==> src/design/crld_pkg.sv <==
package crld_pkg;

	localparam int MAX_FIELD_BYTES = 8;
	localparam int BPC_W           = 22;
	localparam int START_W         = 63;
	localparam int COUNT_W         = 64;
	localparam logic [BPC_W-1:0] BPC_RESET = 22'd4096;

	// result classes
	typedef enum logic [1:0] {
		KIND_RUN = 2'd0,
		KIND_END = 2'd1,
		KIND_ERR = 2'd2
	} kind_t;

	// run list decode phases
	typedef enum logic [1:0] {
		PH_HEADER = 2'd0,
		PH_LENGTH = 2'd1,
		PH_DELTA  = 2'd2,
		PH_WAIT   = 2'd3
	} phase_t;

	// decoded run handed from the parser to the byte scaler
	typedef struct packed {
		kind_t               kind;
		logic [START_W-1:0]  start;
		logic [COUNT_W-1:0]  clusters;
	} run_res_t;

endpackage

==> src/design/crld_in_if.sv <==
interface crld_in_if;
	logic       valid;
	logic       ready;
	logic [7:0] run_byte;
	logic       list_start;

	modport source (output valid, output run_byte, output list_start, input ready);
	modport sink   (input valid, input run_byte, input list_start, output ready);
endinterface

==> src/design/crld_out_if.sv <==
interface crld_out_if;
	logic        valid;
	logic        ready;
	logic [1:0]  kind;
	logic [62:0] run_start_cluster;
	logic [63:0] run_clusters;
	logic [63:0] run_bytes;

	modport source (output valid, output kind, output run_start_cluster,
		output run_clusters, output run_bytes, input ready);
	modport sink   (input valid, input kind, input run_start_cluster,
		input run_clusters, input run_bytes, output ready);
endinterface

==> src/design/crld_cfg_if.sv <==
interface crld_cfg_if;
	logic        valid;
	logic        ready;
	logic [21:0] bytes_per_cluster;

	modport source (output valid, output bytes_per_cluster, input ready);
	modport sink   (input valid, input bytes_per_cluster, output ready);
endinterface

==> src/design/crld_parse.sv <==
module crld_parse (
	input  logic               clk,
	input  logic               arst_n,
	crld_in_if.sink            run_in,
	output logic               res_valid,
	output crld_pkg::run_res_t res,
	input  logic               res_ready
);
	import crld_pkg::*;

	phase_t             phase_q;
	logic [3:0]         lsz_q, dsz_q, cnt_q;
	logic [63:0]        len_q, dlt_q, clu_q;

	phase_t             ph_n;
	logic [3:0]         lsz_n, dsz_n, cnt_n;
	logic [63:0]        len_n, dlt_n, clu_n;

	phase_t             cur_ph;
	logic [63:0]        cur_clu;
	logic [63:0]        shifted;
	logic [3:0]         cnt_inc;
	logic [63:0]        fin_delta;
	logic [63:0]        next_clu;
	logic               take;
	logic               res_v_n;
	run_res_t           res_n;

	logic               s1_v;
	run_res_t           res_s1;

	// sign extend an offset field of n bytes
	function automatic logic [63:0] sext_delta(input logic [63:0] d, input logic [3:0] n);
		logic [63:0] r;
		r = d;
		case (n)
			4'd1: if (d[7])  r[63:8]  = '1;
			4'd2: if (d[15]) r[63:16] = '1;
			4'd3: if (d[23]) r[63:24] = '1;
			4'd4: if (d[31]) r[63:32] = '1;
			4'd5: if (d[39]) r[63:40] = '1;
			4'd6: if (d[47]) r[63:48] = '1;
			4'd7: if (d[55]) r[63:56] = '1;
			default: r = d;
		endcase
		return r;
	endfunction

	// input handshake
	assign run_in.ready = !s1_v || res_ready;
	assign take         = run_in.valid && run_in.ready;

	// list start restarts the decode at cluster zero
	assign cur_ph    = run_in.list_start ? PH_HEADER : phase_q;
	assign cur_clu   = run_in.list_start ? 64'd0 : clu_q;
	assign shifted   = {56'd0, run_in.run_byte} << {cnt_q[2:0], 3'b000};
	assign cnt_inc   = cnt_q + 4'd1;
	assign fin_delta = (cur_ph == PH_DELTA) ? (dlt_q | shifted) : dlt_q;
	assign next_clu  = cur_clu + sext_delta(fin_delta, dsz_q);

	// next state and result
	always_comb begin
		ph_n    = phase_q;
		lsz_n   = lsz_q;
		dsz_n   = dsz_q;
		cnt_n   = cnt_q;
		len_n   = len_q;
		dlt_n   = dlt_q;
		clu_n   = clu_q;
		res_v_n = 1'b0;
		res_n   = '{kind: KIND_RUN, start: '0, clusters: '0};
		if (take) begin
			logic       finish;
			logic [63:0] fin_len;
			finish  = 1'b0;
			fin_len = len_q;
			clu_n   = cur_clu;
			ph_n    = cur_ph;
			case (cur_ph)
				PH_HEADER: begin
					if (run_in.run_byte == 8'd0) begin
						ph_n       = PH_WAIT;
						res_v_n    = 1'b1;
						res_n.kind = KIND_END;
					end else if (run_in.run_byte[3:0] > 4'(MAX_FIELD_BYTES) ||
							run_in.run_byte[7:4] > 4'(MAX_FIELD_BYTES)) begin
						ph_n       = PH_WAIT;
						res_v_n    = 1'b1;
						res_n.kind = KIND_ERR;
					end else begin
						lsz_n = run_in.run_byte[3:0];
						dsz_n = run_in.run_byte[7:4];
						len_n = '0;
						dlt_n = '0;
						cnt_n = '0;
						ph_n  = (run_in.run_byte[3:0] != 4'd0) ? PH_LENGTH : PH_DELTA;
					end
				end
				PH_LENGTH: begin
					len_n = len_q | shifted;
					cnt_n = cnt_inc;
					if (cnt_inc >= lsz_q) begin
						cnt_n = '0;
						if (dsz_q == 4'd0) begin
							finish  = 1'b1;
							fin_len = len_q | shifted;
						end else begin
							ph_n = PH_DELTA;
						end
					end
				end
				PH_DELTA: begin
					dlt_n = dlt_q | shifted;
					cnt_n = cnt_inc;
					if (cnt_inc >= dsz_q) begin
						cnt_n  = '0;
						finish = 1'b1;
					end
				end
				default: ;
			endcase
			// run complete: move the running cluster or flag a bad start
			if (finish) begin
				res_v_n = 1'b1;
				if (next_clu[63]) begin
					ph_n       = PH_WAIT;
					res_n.kind = KIND_ERR;
				end else begin
					clu_n          = next_clu;
					ph_n           = PH_HEADER;
					res_n.start    = next_clu[62:0];
					res_n.clusters = fin_len;
				end
			end
		end
	end

	// decode state
	always_ff @(posedge clk or negedge arst_n) begin
		if (!arst_n) begin
			phase_q <= PH_HEADER;
			lsz_q   <= '0;
			dsz_q   <= '0;
			cnt_q   <= '0;
			len_q   <= '0;
			dlt_q   <= '0;
			clu_q   <= '0;
		end else begin
			phase_q <= ph_n;
			lsz_q   <= lsz_n;
			dsz_q   <= dsz_n;
			cnt_q   <= cnt_n;
			len_q   <= len_n;
			dlt_q   <= dlt_n;
			clu_q   <= clu_n;
		end
	end

	// result register
	always_ff @(posedge clk or negedge arst_n) begin
		if (!arst_n) begin
			s1_v <= 1'b0;
		end else if (run_in.ready) begin
			s1_v <= take && res_v_n;
		end
	end

	always_ff @(posedge clk) begin
		if (run_in.ready) begin
			res_s1 <= res_n;
		end
	end

	assign res_valid = s1_v;
	assign res       = res_s1;

	// end or error results always park the decoder
	a_park: assert property (@(posedge clk) disable iff (!arst_n)
		(take && res_v_n && res_n.kind != KIND_RUN) |=> phase_q == PH_WAIT)
		else $error("decoder not parked after end or error result");

	a_count: assert property (@(posedge clk) disable iff (!arst_n)
		cnt_q <= 4'(MAX_FIELD_BYTES))
		else $error("field byte count out of range");

	a_hold: assert property (@(posedge clk) disable iff (!arst_n)
		(s1_v && !res_ready) |=> (s1_v && $stable(res_s1)))
		else $error("stalled stage 1 result changed");

endmodule

==> src/design/crld_scale.sv <==
module crld_scale (
	input  logic               clk,
	input  logic               arst_n,
	input  logic               res_valid,
	input  crld_pkg::run_res_t res,
	output logic               res_ready,
	input  logic [21:0]        bytes_per_cluster,
	crld_out_if.source         run_out
);
	import crld_pkg::*;

	logic               s2_v;
	kind_t              kind_s2;
	logic [START_W-1:0] start_s2;
	logic [COUNT_W-1:0] clu_s2;
	logic [53:0]        plo_s2, phi_s2;

	logic               s3_v;
	kind_t              kind_s3;
	logic [START_W-1:0] start_s3;
	logic [COUNT_W-1:0] clu_s3;
	logic [63:0]        bytes_s3;

	logic               s3_en;
	logic [53:0]        plo, phi;
	logic [64:0]        sum;
	logic               ovf;

	// stall chain
	assign s3_en     = !s3_v || run_out.ready;
	assign res_ready = !s2_v || s3_en;

	// two 32 x 22 partial products of the run length
	assign plo = 54'(res.clusters[31:0]) * 54'(bytes_per_cluster);
	assign phi = 54'(res.clusters[63:32]) * 54'(bytes_per_cluster);

	// recombine, saturating at all ones
	assign sum = {11'd0, plo_s2} + {1'b0, phi_s2[31:0], 32'd0};
	assign ovf = (|phi_s2[53:32]) || sum[64];

	always_ff @(posedge clk or negedge arst_n) begin
		if (!arst_n) begin
			s2_v <= 1'b0;
			s3_v <= 1'b0;
		end else begin
			if (res_ready) s2_v <= res_valid;
			if (s3_en)     s3_v <= s2_v;
		end
	end

	always_ff @(posedge clk) begin
		if (res_ready) begin
			kind_s2  <= res.kind;
			start_s2 <= res.start;
			clu_s2   <= res.clusters;
			plo_s2   <= plo;
			phi_s2   <= phi;
		end
		if (s3_en) begin
			kind_s3  <= kind_s2;
			start_s3 <= start_s2;
			clu_s3   <= clu_s2;
			bytes_s3 <= ovf ? '1 : sum[63:0];
		end
	end

	// output transaction
	assign run_out.valid             = s3_v;
	assign run_out.kind              = kind_s3;
	assign run_out.run_start_cluster = start_s3;
	assign run_out.run_clusters      = clu_s3;
	assign run_out.run_bytes         = bytes_s3;

	a_zero_bytes: assert property (@(posedge clk) disable iff (!arst_n)
		(s3_v && (kind_s3 != KIND_RUN || clu_s3 == '0)) |-> bytes_s3 == '0)
		else $error("byte count nonzero for empty run or non-run result");

	a_s2_hold: assert property (@(posedge clk) disable iff (!arst_n)
		(s2_v && !s3_en) |=> (s2_v && $stable(plo_s2) && $stable(phi_s2)))
		else $error("stalled stage 2 products changed");

endmodule

==> src/design/cluster_run_list_decoder.sv <==
// Run list decoder: takes one byte of a non-resident attribute's run list per
// clock on run_in and, for each completed run, end marker or malformed entry,
// returns one transaction on run_out with the absolute start cluster, the
// length in clusters and the length in bytes (saturating at all ones). A byte
// is accepted every cycle while the output keeps up; a result is registered in
// the parser register, then the stage holding the two 32 x 22 partial products
// of length times cluster size, then the output register that recombines them.
// Assert list_start with the first header of each list to restart from cluster
// zero. The user must write bytes_per_cluster through cfg only while no
// transaction is in flight; the block enforces none of this. Reset value 4096.
module cluster_run_list_decoder (
	input  logic       clk,
	input  logic       arst_n,
	crld_in_if.sink    run_in,
	crld_out_if.source run_out,
	crld_cfg_if.sink   cfg
);
	import crld_pkg::*;

	logic [BPC_W-1:0] bpc_q;
	logic             res_valid;
	logic             res_ready;
	run_res_t         res;

	// cluster size register
	assign cfg.ready = 1'b1;

	always_ff @(posedge clk or negedge arst_n) begin
		if (!arst_n) begin
			bpc_q <= BPC_RESET;
		end else if (cfg.valid) begin
			bpc_q <= cfg.bytes_per_cluster;
		end
	end

	crld_parse u_parse (
		.clk       (clk),
		.arst_n    (arst_n),
		.run_in    (run_in),
		.res_valid (res_valid),
		.res       (res),
		.res_ready (res_ready)
	);

	crld_scale u_scale (
		.clk               (clk),
		.arst_n            (arst_n),
		.res_valid         (res_valid),
		.res               (res),
		.res_ready         (res_ready),
		.bytes_per_cluster (bpc_q),
		.run_out           (run_out)
	);

endmodule

==> src/flat_wrapper.sv <==
// flat-port wrapper written by rule: the top's interface ports become plain ports
module cluster_run_list_decoder_flat import crld_pkg::*;
  (clk, arst_n, run_in_valid, run_in_run_byte, run_in_list_start, run_in_ready, run_out_valid, run_out_kind, run_out_run_start_cluster, run_out_run_clusters, run_out_run_bytes, run_out_ready, cfg_valid, cfg_bytes_per_cluster, cfg_ready);
  crld_in_if run_in_i ();
  crld_out_if run_out_i ();
  crld_cfg_if cfg_i ();
  input  logic clk;
  input  logic arst_n;
  input wire logic [$bits(run_in_i.valid)-1:0] run_in_valid;
  input wire logic [$bits(run_in_i.run_byte)-1:0] run_in_run_byte;
  input wire logic [$bits(run_in_i.list_start)-1:0] run_in_list_start;
  output wire logic [$bits(run_in_i.ready)-1:0] run_in_ready;
  output wire logic [$bits(run_out_i.valid)-1:0] run_out_valid;
  output wire logic [$bits(run_out_i.kind)-1:0] run_out_kind;
  output wire logic [$bits(run_out_i.run_start_cluster)-1:0] run_out_run_start_cluster;
  output wire logic [$bits(run_out_i.run_clusters)-1:0] run_out_run_clusters;
  output wire logic [$bits(run_out_i.run_bytes)-1:0] run_out_run_bytes;
  input wire logic [$bits(run_out_i.ready)-1:0] run_out_ready;
  input wire logic [$bits(cfg_i.valid)-1:0] cfg_valid;
  input wire logic [$bits(cfg_i.bytes_per_cluster)-1:0] cfg_bytes_per_cluster;
  output wire logic [$bits(cfg_i.ready)-1:0] cfg_ready;
  assign run_in_i.valid = run_in_valid;
  assign run_in_i.run_byte = run_in_run_byte;
  assign run_in_i.list_start = run_in_list_start;
  assign run_in_ready = run_in_i.ready;
  assign run_out_valid = run_out_i.valid;
  assign run_out_kind = run_out_i.kind;
  assign run_out_run_start_cluster = run_out_i.run_start_cluster;
  assign run_out_run_clusters = run_out_i.run_clusters;
  assign run_out_run_bytes = run_out_i.run_bytes;
  assign run_out_i.ready = run_out_ready;
  assign cfg_i.valid = cfg_valid;
  assign cfg_i.bytes_per_cluster = cfg_bytes_per_cluster;
  assign cfg_ready = cfg_i.ready;
  cluster_run_list_decoder u_core (.clk(clk), .arst_n(arst_n), .run_in(run_in_i), .run_out(run_out_i), .cfg(cfg_i));
endmodule
==> config.mk <==
export PLATFORM = sky130hd
export DESIGN_NAME = cluster_run_list_decoder_flat
export DESIGN_NICKNAME = d
export VERILOG_FILES = /design/src/design/crld_pkg.sv /design/src/design/crld_in_if.sv /design/src/design/crld_out_if.sv /design/src/design/crld_cfg_if.sv /design/src/design/crld_parse.sv /design/src/design/crld_scale.sv /design/src/design/cluster_run_list_decoder.sv /design/src/flat_wrapper.sv
export SDC_FILE = /design/constraint.sdc
export NUM_CORES = 2
export LEC_CHECK = 0
export ABC_AREA = 1
export BUFFER_PORTS_ARGS = -buffer_cell sky130_fd_sc_hd__buf_2
export CORE_UTILIZATION = 65
export DETAILED_ROUTE_END_ITERATION = 8
export MAX_ROUTING_LAYER = met4
export PLACE_DENSITY_LB_ADDON = 0.08
export SYNTH_ARGS = -nofsm -noshare
export SYNTH_HDL_FRONTEND = slang
export SYNTH_SLANG_ARGS = --single-unit
export TNS_END_PERCENT = 30
==> constraint.sdc <==
create_clock -name clk -period 16.9 [get_ports clk]
set_input_delay 3.38 -clock clk [delete_from_list [all_inputs] [get_ports clk]]
set_output_delay 3.38 -clock clk [all_outputs]
set_load 0.005 [all_outputs]
## Yosys cells after proc, flatten, opt, wreduce, memory -nomap -nowiden

Cells that the tools add are included.

- Logic and storage cells: 128
- Register bits after elaboration: 790
- Output and inout bits: 196

- Multipliers: 2
- Bitwise gates (word level): 6
- $add $sub $neg: 3
- Equality and inequality tests: 11
- Reductions and logical operators: 23
- Multiplexer cells: 55
- Shifts and indexed selects: 1
- $lt $le $gt $ge: 4

Operators by type and width:

| cell | count |
|---|---|
| 64-bit two-way mux | 9 |
| 64-bit case mux with 2 select lines | 2 |
| 129-bit two-way mux | 1 |
| 64-bit bitwise OR | 2 |
| 127-bit two-way mux | 1 |
| 32-bit by 22-bit multiplier with 54-bit output | 2 |
| 54-bit by 64-bit adder with 65-bit output | 1 |
| 64-bit adder | 1 |
| 8-bit by 6-bit left shift with 64-bit output | 1 |
| 56-bit two-way mux | 1 |
| 8-bit case mux with 7 select lines | 1 |
| 48-bit two-way mux | 1 |
| 8-bit case mux with 6 select lines | 1 |
| 40-bit two-way mux | 1 |
| 8-bit case mux with 5 select lines | 1 |
| 32-bit two-way mux | 1 |
| 8-bit case mux with 4 select lines | 1 |
| 2-bit two-way mux | 12 |
| 24-bit two-way mux | 1 |
| 8-bit case mux with 3 select lines | 1 |
| 22-bit OR reduction | 1 |
| 4-bit by 3-bit == test with 1-bit output (second input constant) | 4 |
| 16-bit two-way mux | 1 |
| 4-bit two-way mux | 4 |
| 26 further kinds | 53 |

## Longest topological paths before layout

- Depth in word-level cells: 9
- Depth in mapped cells: 34

## Modules after synthesis

Synthesis repeated with hierarchy kept, for this count alone.

- Cells, all modules: 10327
- Area total of the unflattened synthesis: 84745.0 um^2

Modules (own cells, without submodules):

| module | cells an instance | area each (um^2) | instances |
|---|---|---|---|
| crld_scale | 7548 | 63474.6 | 1 |
| crld_parse | 2684 | 20418.3 | 1 |
| cluster_run_list_decoder | 95 | 852.1 | 1 |

## Worst setup path after synthesis

OpenSTA, ideal clock, no wires.

- Path kind: input -> output
- Start point: in run_out_ready
- End point: out run_in_ready
- Data arrival time: 10766 ps
- Stages: 4
- Data required time: 13520 ps
- Buffers on the path: 0
- Slack: 2754 ps
- Path through: inv_1 nand2_1 nor2_1 nand2_1

- Cells in the longest elaborated chain, start to end: 3

RTL lines:

| item | RTL line | text |
|---|---|---|
| from (decl) | flat_wrapper.sv:18 | `input wire logic [$bits(run_out_i.ready)-1:0] run_out_ready;` |
| 1-bit logical OR | crld_scale.sv:30 | `assign s3_en = !s3_v \|\| run_out.ready;` |
| named net u_core.u_scale.s3_en | crld_scale.sv:24 | `logic s3_en;` |
| 1-bit logical OR | crld_scale.sv:31 | `assign res_ready = !s2_v \|\| s3_en;` |
| 1-bit logical OR | crld_parse.sv:50 | `assign run_in.ready = !s1_v \|\| res_ready;` |
| to (decl) | flat_wrapper.sv:12 | `output wire logic [$bits(run_in_i.ready)-1:0] run_in_ready;` |

The timed path passes the listed nets, and every way through them passes these cells.

## Final worst setup path

- Start point: in run_in_list_start
- End point: reg u_core.u_parse.clu_q[58]

- Cells in the longest elaborated chain, start to end: 8
- Elaborated cells between the ends (all ways): 24

RTL lines:

| item | RTL line | text |
|---|---|---|
| from (decl) | flat_wrapper.sv:11 | `input wire logic [$bits(run_in_i.list_start)-1:0] run_in_list_start;` |
| 2-bit two-way mux | crld_parse.sv:54 | `assign cur_ph = run_in.list_start ? PH_HEADER : phase_q;` |
| 2-bit == test | crld_parse.sv:58, crld_parse.sv:79 |  |
| 64-bit two-way mux | crld_parse.sv:58 | `assign fin_delta = (cur_ph == PH_DELTA) ? (dlt_q \| shifted) : dlt_q;` |
| 8-bit two-way mux, or another cell as far along | crld_parse.sv:43 | `4'd7: if (d[55]) r[63:56] = '1;` |
| 8-bit case mux with 7 select lines, or another cell as far along | crld_parse.sv:36 | `case (n)` |
| 64-bit adder | crld_parse.sv:59 | `assign next_clu = cur_clu + sext_delta(fin_delta, dsz_q);` |
| 64-bit two-way mux | crld_parse.sv:125 | `if (next_clu[63]) begin` |
| 64-bit two-way mux (*) | crld_parse.sv:123 | `if (finish) begin` |
| to (signal assigned) | crld_parse.sv:155 | `clu_q <= clu_n;` |
| to (decl) | crld_parse.sv:13 | `logic [63:0] len_q, dlt_q, clu_q;` |

Every way passes the cells marked *; elsewhere a longest branch is shown, timed or not. The select of a mux whose other input is x is not followed.
A chain may end at the register's enable or synchronous reset.

==> results.md <==
- Status: complete, but fails checks
- Failing checks: design-rule violations
- Clk_lat worst skew: about 0.74 ns
- Fillers: ~9400
- Layout cells sized above 1: about 6.3%
- Global-route wire length before repair: about 380 mm
- Grt ovf: 0
- Syn-to-layout area delta: 6.72%
- Initial core utilization: between 60% and 70%
- FP Rows: roughly 130
- Pins over their slew limit: 0
- Clock slew at reported path FFs: approximately 0.080 ns
- Clock tree from TritonCTS: done
- Fin crit share: a little under three fifths
- Yosys reg bits: between 700 and 800
- Crit-path most repeated cell: nand2_1
- Wire length on met3: 24.8 mm
- DR WL/cell: between 20 and 25 um
- Max H-tree Level: 3
- Crit path max fanout: 60
- Die Y-Extent: 356 um
- Drt pass-1 iters: 9
- Power density cells: approximately 85 mW/mm^2
- Fin. Hold Viols: 0
- I/O pins: between 200 and 250
- Routability cong.: between 1 and 1.5
- WL met1: around 92 mm
- Setup violators final: 0
- Min Tclk post-route: 9.54 ns
- # hold bufs at CTS: 0
- Sinks on Clock Net: roughly 800
- Gates resized, CTS repair: 0
- CTS buffer count: just over 80
- Critical path required time: 17.52 ns
- Largest stage delay, worst path: slightly above 0.6 ns
- Leak Pwr: around 47 nW
- Mapped Area: ~0.08 sq mm
- Pre-CTS setup slack: roughly 6.8 ns
- Port-buffer cells: 230
- Final Instance Area: 0.0868 sq mm
- Initial antenna violation count: 14
- Mapped Nets: approximately 11000
- GRT Overall Usage: a little over 40%
- CP arrival: 10.15 ns
- Synth Area per Inst: slightly below 9 sq um
- Post-CTS Setup Inserts: 0
- Initial DRC Count: ~6400
- Sequential share of the synthesized area: ~28%
- Min-Delay Path Depth: 0
- Antenna-violating nets left: 0
- Met2 WL: 114 mm
- Residual DRC: 36
- MaxCap Viol Count: 0
- Yosys cell types: 54
- Worst setup SP type: input pin
- DPL Wire Length: ~180 mm
- Ys Warns: 0
- Worst R2R Path Depth: 26
- Detailed Route WL: approximately 240 mm
- Max transition margin: 1.61%
- Via density per instance: 5.76
- RSZ-0062 raised after global routing: false
- Setup Skew: 0.0844 ns
- Placed Instance Area: about 0.084 sq mm
- Clock tree buffer depth: 3
- Worst Hold Class: reg -> reg
- Setup TNS: 0 ns
- Crit. End Element: flop
- # nets final: about 11000
- Vias: 64100
- Cell count after synthesis: 9385
- Die area: approximately 0.13 sq mm
- Clock root cell: clkbuf_16
- Crit path kind: in -> reg
- Flop2flop setup slack: 8.91 ns
- Top Metal Used: met4
- Die extent in x: about 360 um
- Vias in the first global route: ~68000
- Slew @ Worst Pin: 1.48 ns
- Fmax: around 100 MHz
- Max IR drop VDD: between 100 and 150 uV
- Critical-path top delay cell: nor2_1
- Core area: between 0.1 and 0.15 sq mm
- Largest net degree at the start of global routing: ~150
- Post-route setup slack: ~7.4 ns
-- final timing paths --
path                                          startpoint                                endpoint
worst min-delay path            u_core.u_scale.clu_s2[0]  u_core.u_scale.run_out.run_clusters[0]
worst max register to register          u_core.bpc_q[12]               u_core.u_scale.phi_s2[52]
worst min register to register  u_core.u_scale.clu_s2[0]  u_core.u_scale.run_out.run_clusters[0]
max in group asynchronous                         arst_n                         u_core.bpc_q[6]
min in group asynchronous                         arst_n                u_core.u_parse.clu_q[46]
worst max-delay path                   run_in_list_start                u_core.u_parse.clu_q[58]
-- state kept, by name (all words and copies together) (netlist names) --
name / flops
u_core.u_scale.run_out.kind: 2
u_core.u_scale.plo_s2: 54
u_core.u_scale.kind_s2: 2
u_core.u_scale.run_out.run_bytes: 64
u_core.u_scale.run_out.valid: 1
u_core.u_parse.lsz_q: 4
u_core.u_parse.phase_q: 2
u_core.u_scale.s2_v: 1
u_core.bpc_q: 22
u_core.u_scale.run_out.run_start_cluster: 63
u_core.u_scale.run_out.run_clusters: 64
u_core.u_scale.phi_s2: 54
u_core.u_parse.cnt_q: 4
u_core.u_parse.len_q: 64
u_core.u_parse.res: 129
u_core.u_parse.clu_q: 64
u_core.u_scale.clu_s2: 64
u_core.u_scale.start_s2: 63
u_core.u_parse.dlt_q: 64
u_core.u_parse.dsz_q: 4
u_core.u_parse.res_valid: 1
-- cells by family after synthesis --
family | after synthesis | share of synthesized area [%]
and+or+nand+nor | 3237 | 15.8
buffers and inverters | 2757 | 12.8
adders and majority gates | 1632 | 36.1
AOI/OAI and AO/OA | 793 | 5.53
DFF | 790 | 27.7
xor gates and xnor gates | 153 | 1.65
muxes | 22 | 0.305
other | 1 | 0.00461
-- cells in the final DEF, fill, tap and decap left out, types with 84 or more instances in the layout --
cell       netlist  routed
nand3_1        226     226
a21oi_1        344     343
buf_4            5      94
nor2_1         444     443
ha_1           436     435
nand2_1       2385    2383
dfrtp_1        230     209
o21ai_0        185     184
buf_2           35     229
xor2_1         108     108
clkbuf_16        0      84
edfxtp_1       559     559
inv_1         2360    2359
fa_1          1196    1196
-- layer usage --
metal	track usage, %	vias to the layer above
met5	-	-
met4	20.1	0
met3	7.92	799
met2	64.2	3853
met1	51.4	31300
li1	-	28100
-- cell type report --
cell class / instances / area [sq um] / share of cell area [%]
flip-flops and latches: 790 / 22600 / 26.0
repair buffers: 325 / 1890 / 2.17
clock buffers: 101 / 2230 / 2.56
diodes: 12 / 30.0 / 0.0346
clock inverters: 54 / 706 / 0.813
inverters: 2375 / 8920 / 10.3
well taps: 1637 / 2050 / 2.36
multi-input cells: 5838 / 48400 / 55.7
-- through the flow --
| stage | cells | power [mW] | util [%] | hold slack (ns) |
|---|---|---|---|---|
| detailed placement | 11000 | 5.38 | 67.6 | 0.405 |
| global placement | 11000 | 5.30 | 67.6 | 0.400 |
| CTS | 11100 | 7.37 | 70.0 | 0.401 |
| global route | 11100 | 7.76 | 70.0 | 0.415 |
| finish | 11100 | 7.40 | 70.0 | 0.397 |
| floorplan | 9385 | 4.41 | - | 0.400 |
-- report_power, final --
part | switching (mW) | internal, mW | leakage, nW
logic | 1.73 | 0.838 | 35.8
clock network | 0.852 | 1.11 | 1.40
registers | 0.262 | 2.61 | 9.49
total | 2.84 | 4.56 | 46.7
-- critical path, delay by kind of cell --
kind,cells,cell delay (ns)
simple gates,20,3.80
compound gates,3,0.57
fa+ha+maj,2,0.62
buf+inv,7,1.63
-- cells in the mapped netlist, drive strengths merged --
cell / n / share of area, %
or2: 13 / 0.10
inv: 2373 / 11
o211ai: 7 / 0.065
a21boi: 11 / 0.10
nand4: 27 / 0.21
o221ai: 2 / 0.022
o21a: 21 / 0.19
a31o: 2 / 0.022
ha: 436 / 6.7
nand3: 230 / 1.4
o221a: 1 / 0.014
dfrtp: 230 / 7.1
fa: 1196 / 29
o22ai: 70 / 0.54
buf: 162 / 0.86
a31oi: 39 / 0.30
a211oi: 3 / 0.034
and3: 4 / 0.031
nor3b: 1 / 0.015
clkbuf: 220 / 1.0
dfstp: 1 / 0.032
clkinv: 2 / 0.0092
and2: 1 / 0.0077
nor3: 81 / 0.51
xor2: 108 / 1.2
nor4: 33 / 0.25
nor2: 450 / 2.1
a221oi: 1 / 0.011
conb: 1 / 0.0046
edfxtp: 559 / 21
o21bai: 29 / 0.27
o21ai: 205 / 1.3
a21oi: 376 / 2.5
a311oi: 1 / 0.011
a21o: 24 / 0.22
nand2: 2394 / 11
a41oi: 1 / 0.011
nand3b: 3 / 0.028
xnor2: 45 / 0.48
mux2: 22 / 0.30
(Power assumes the default switching activity.)
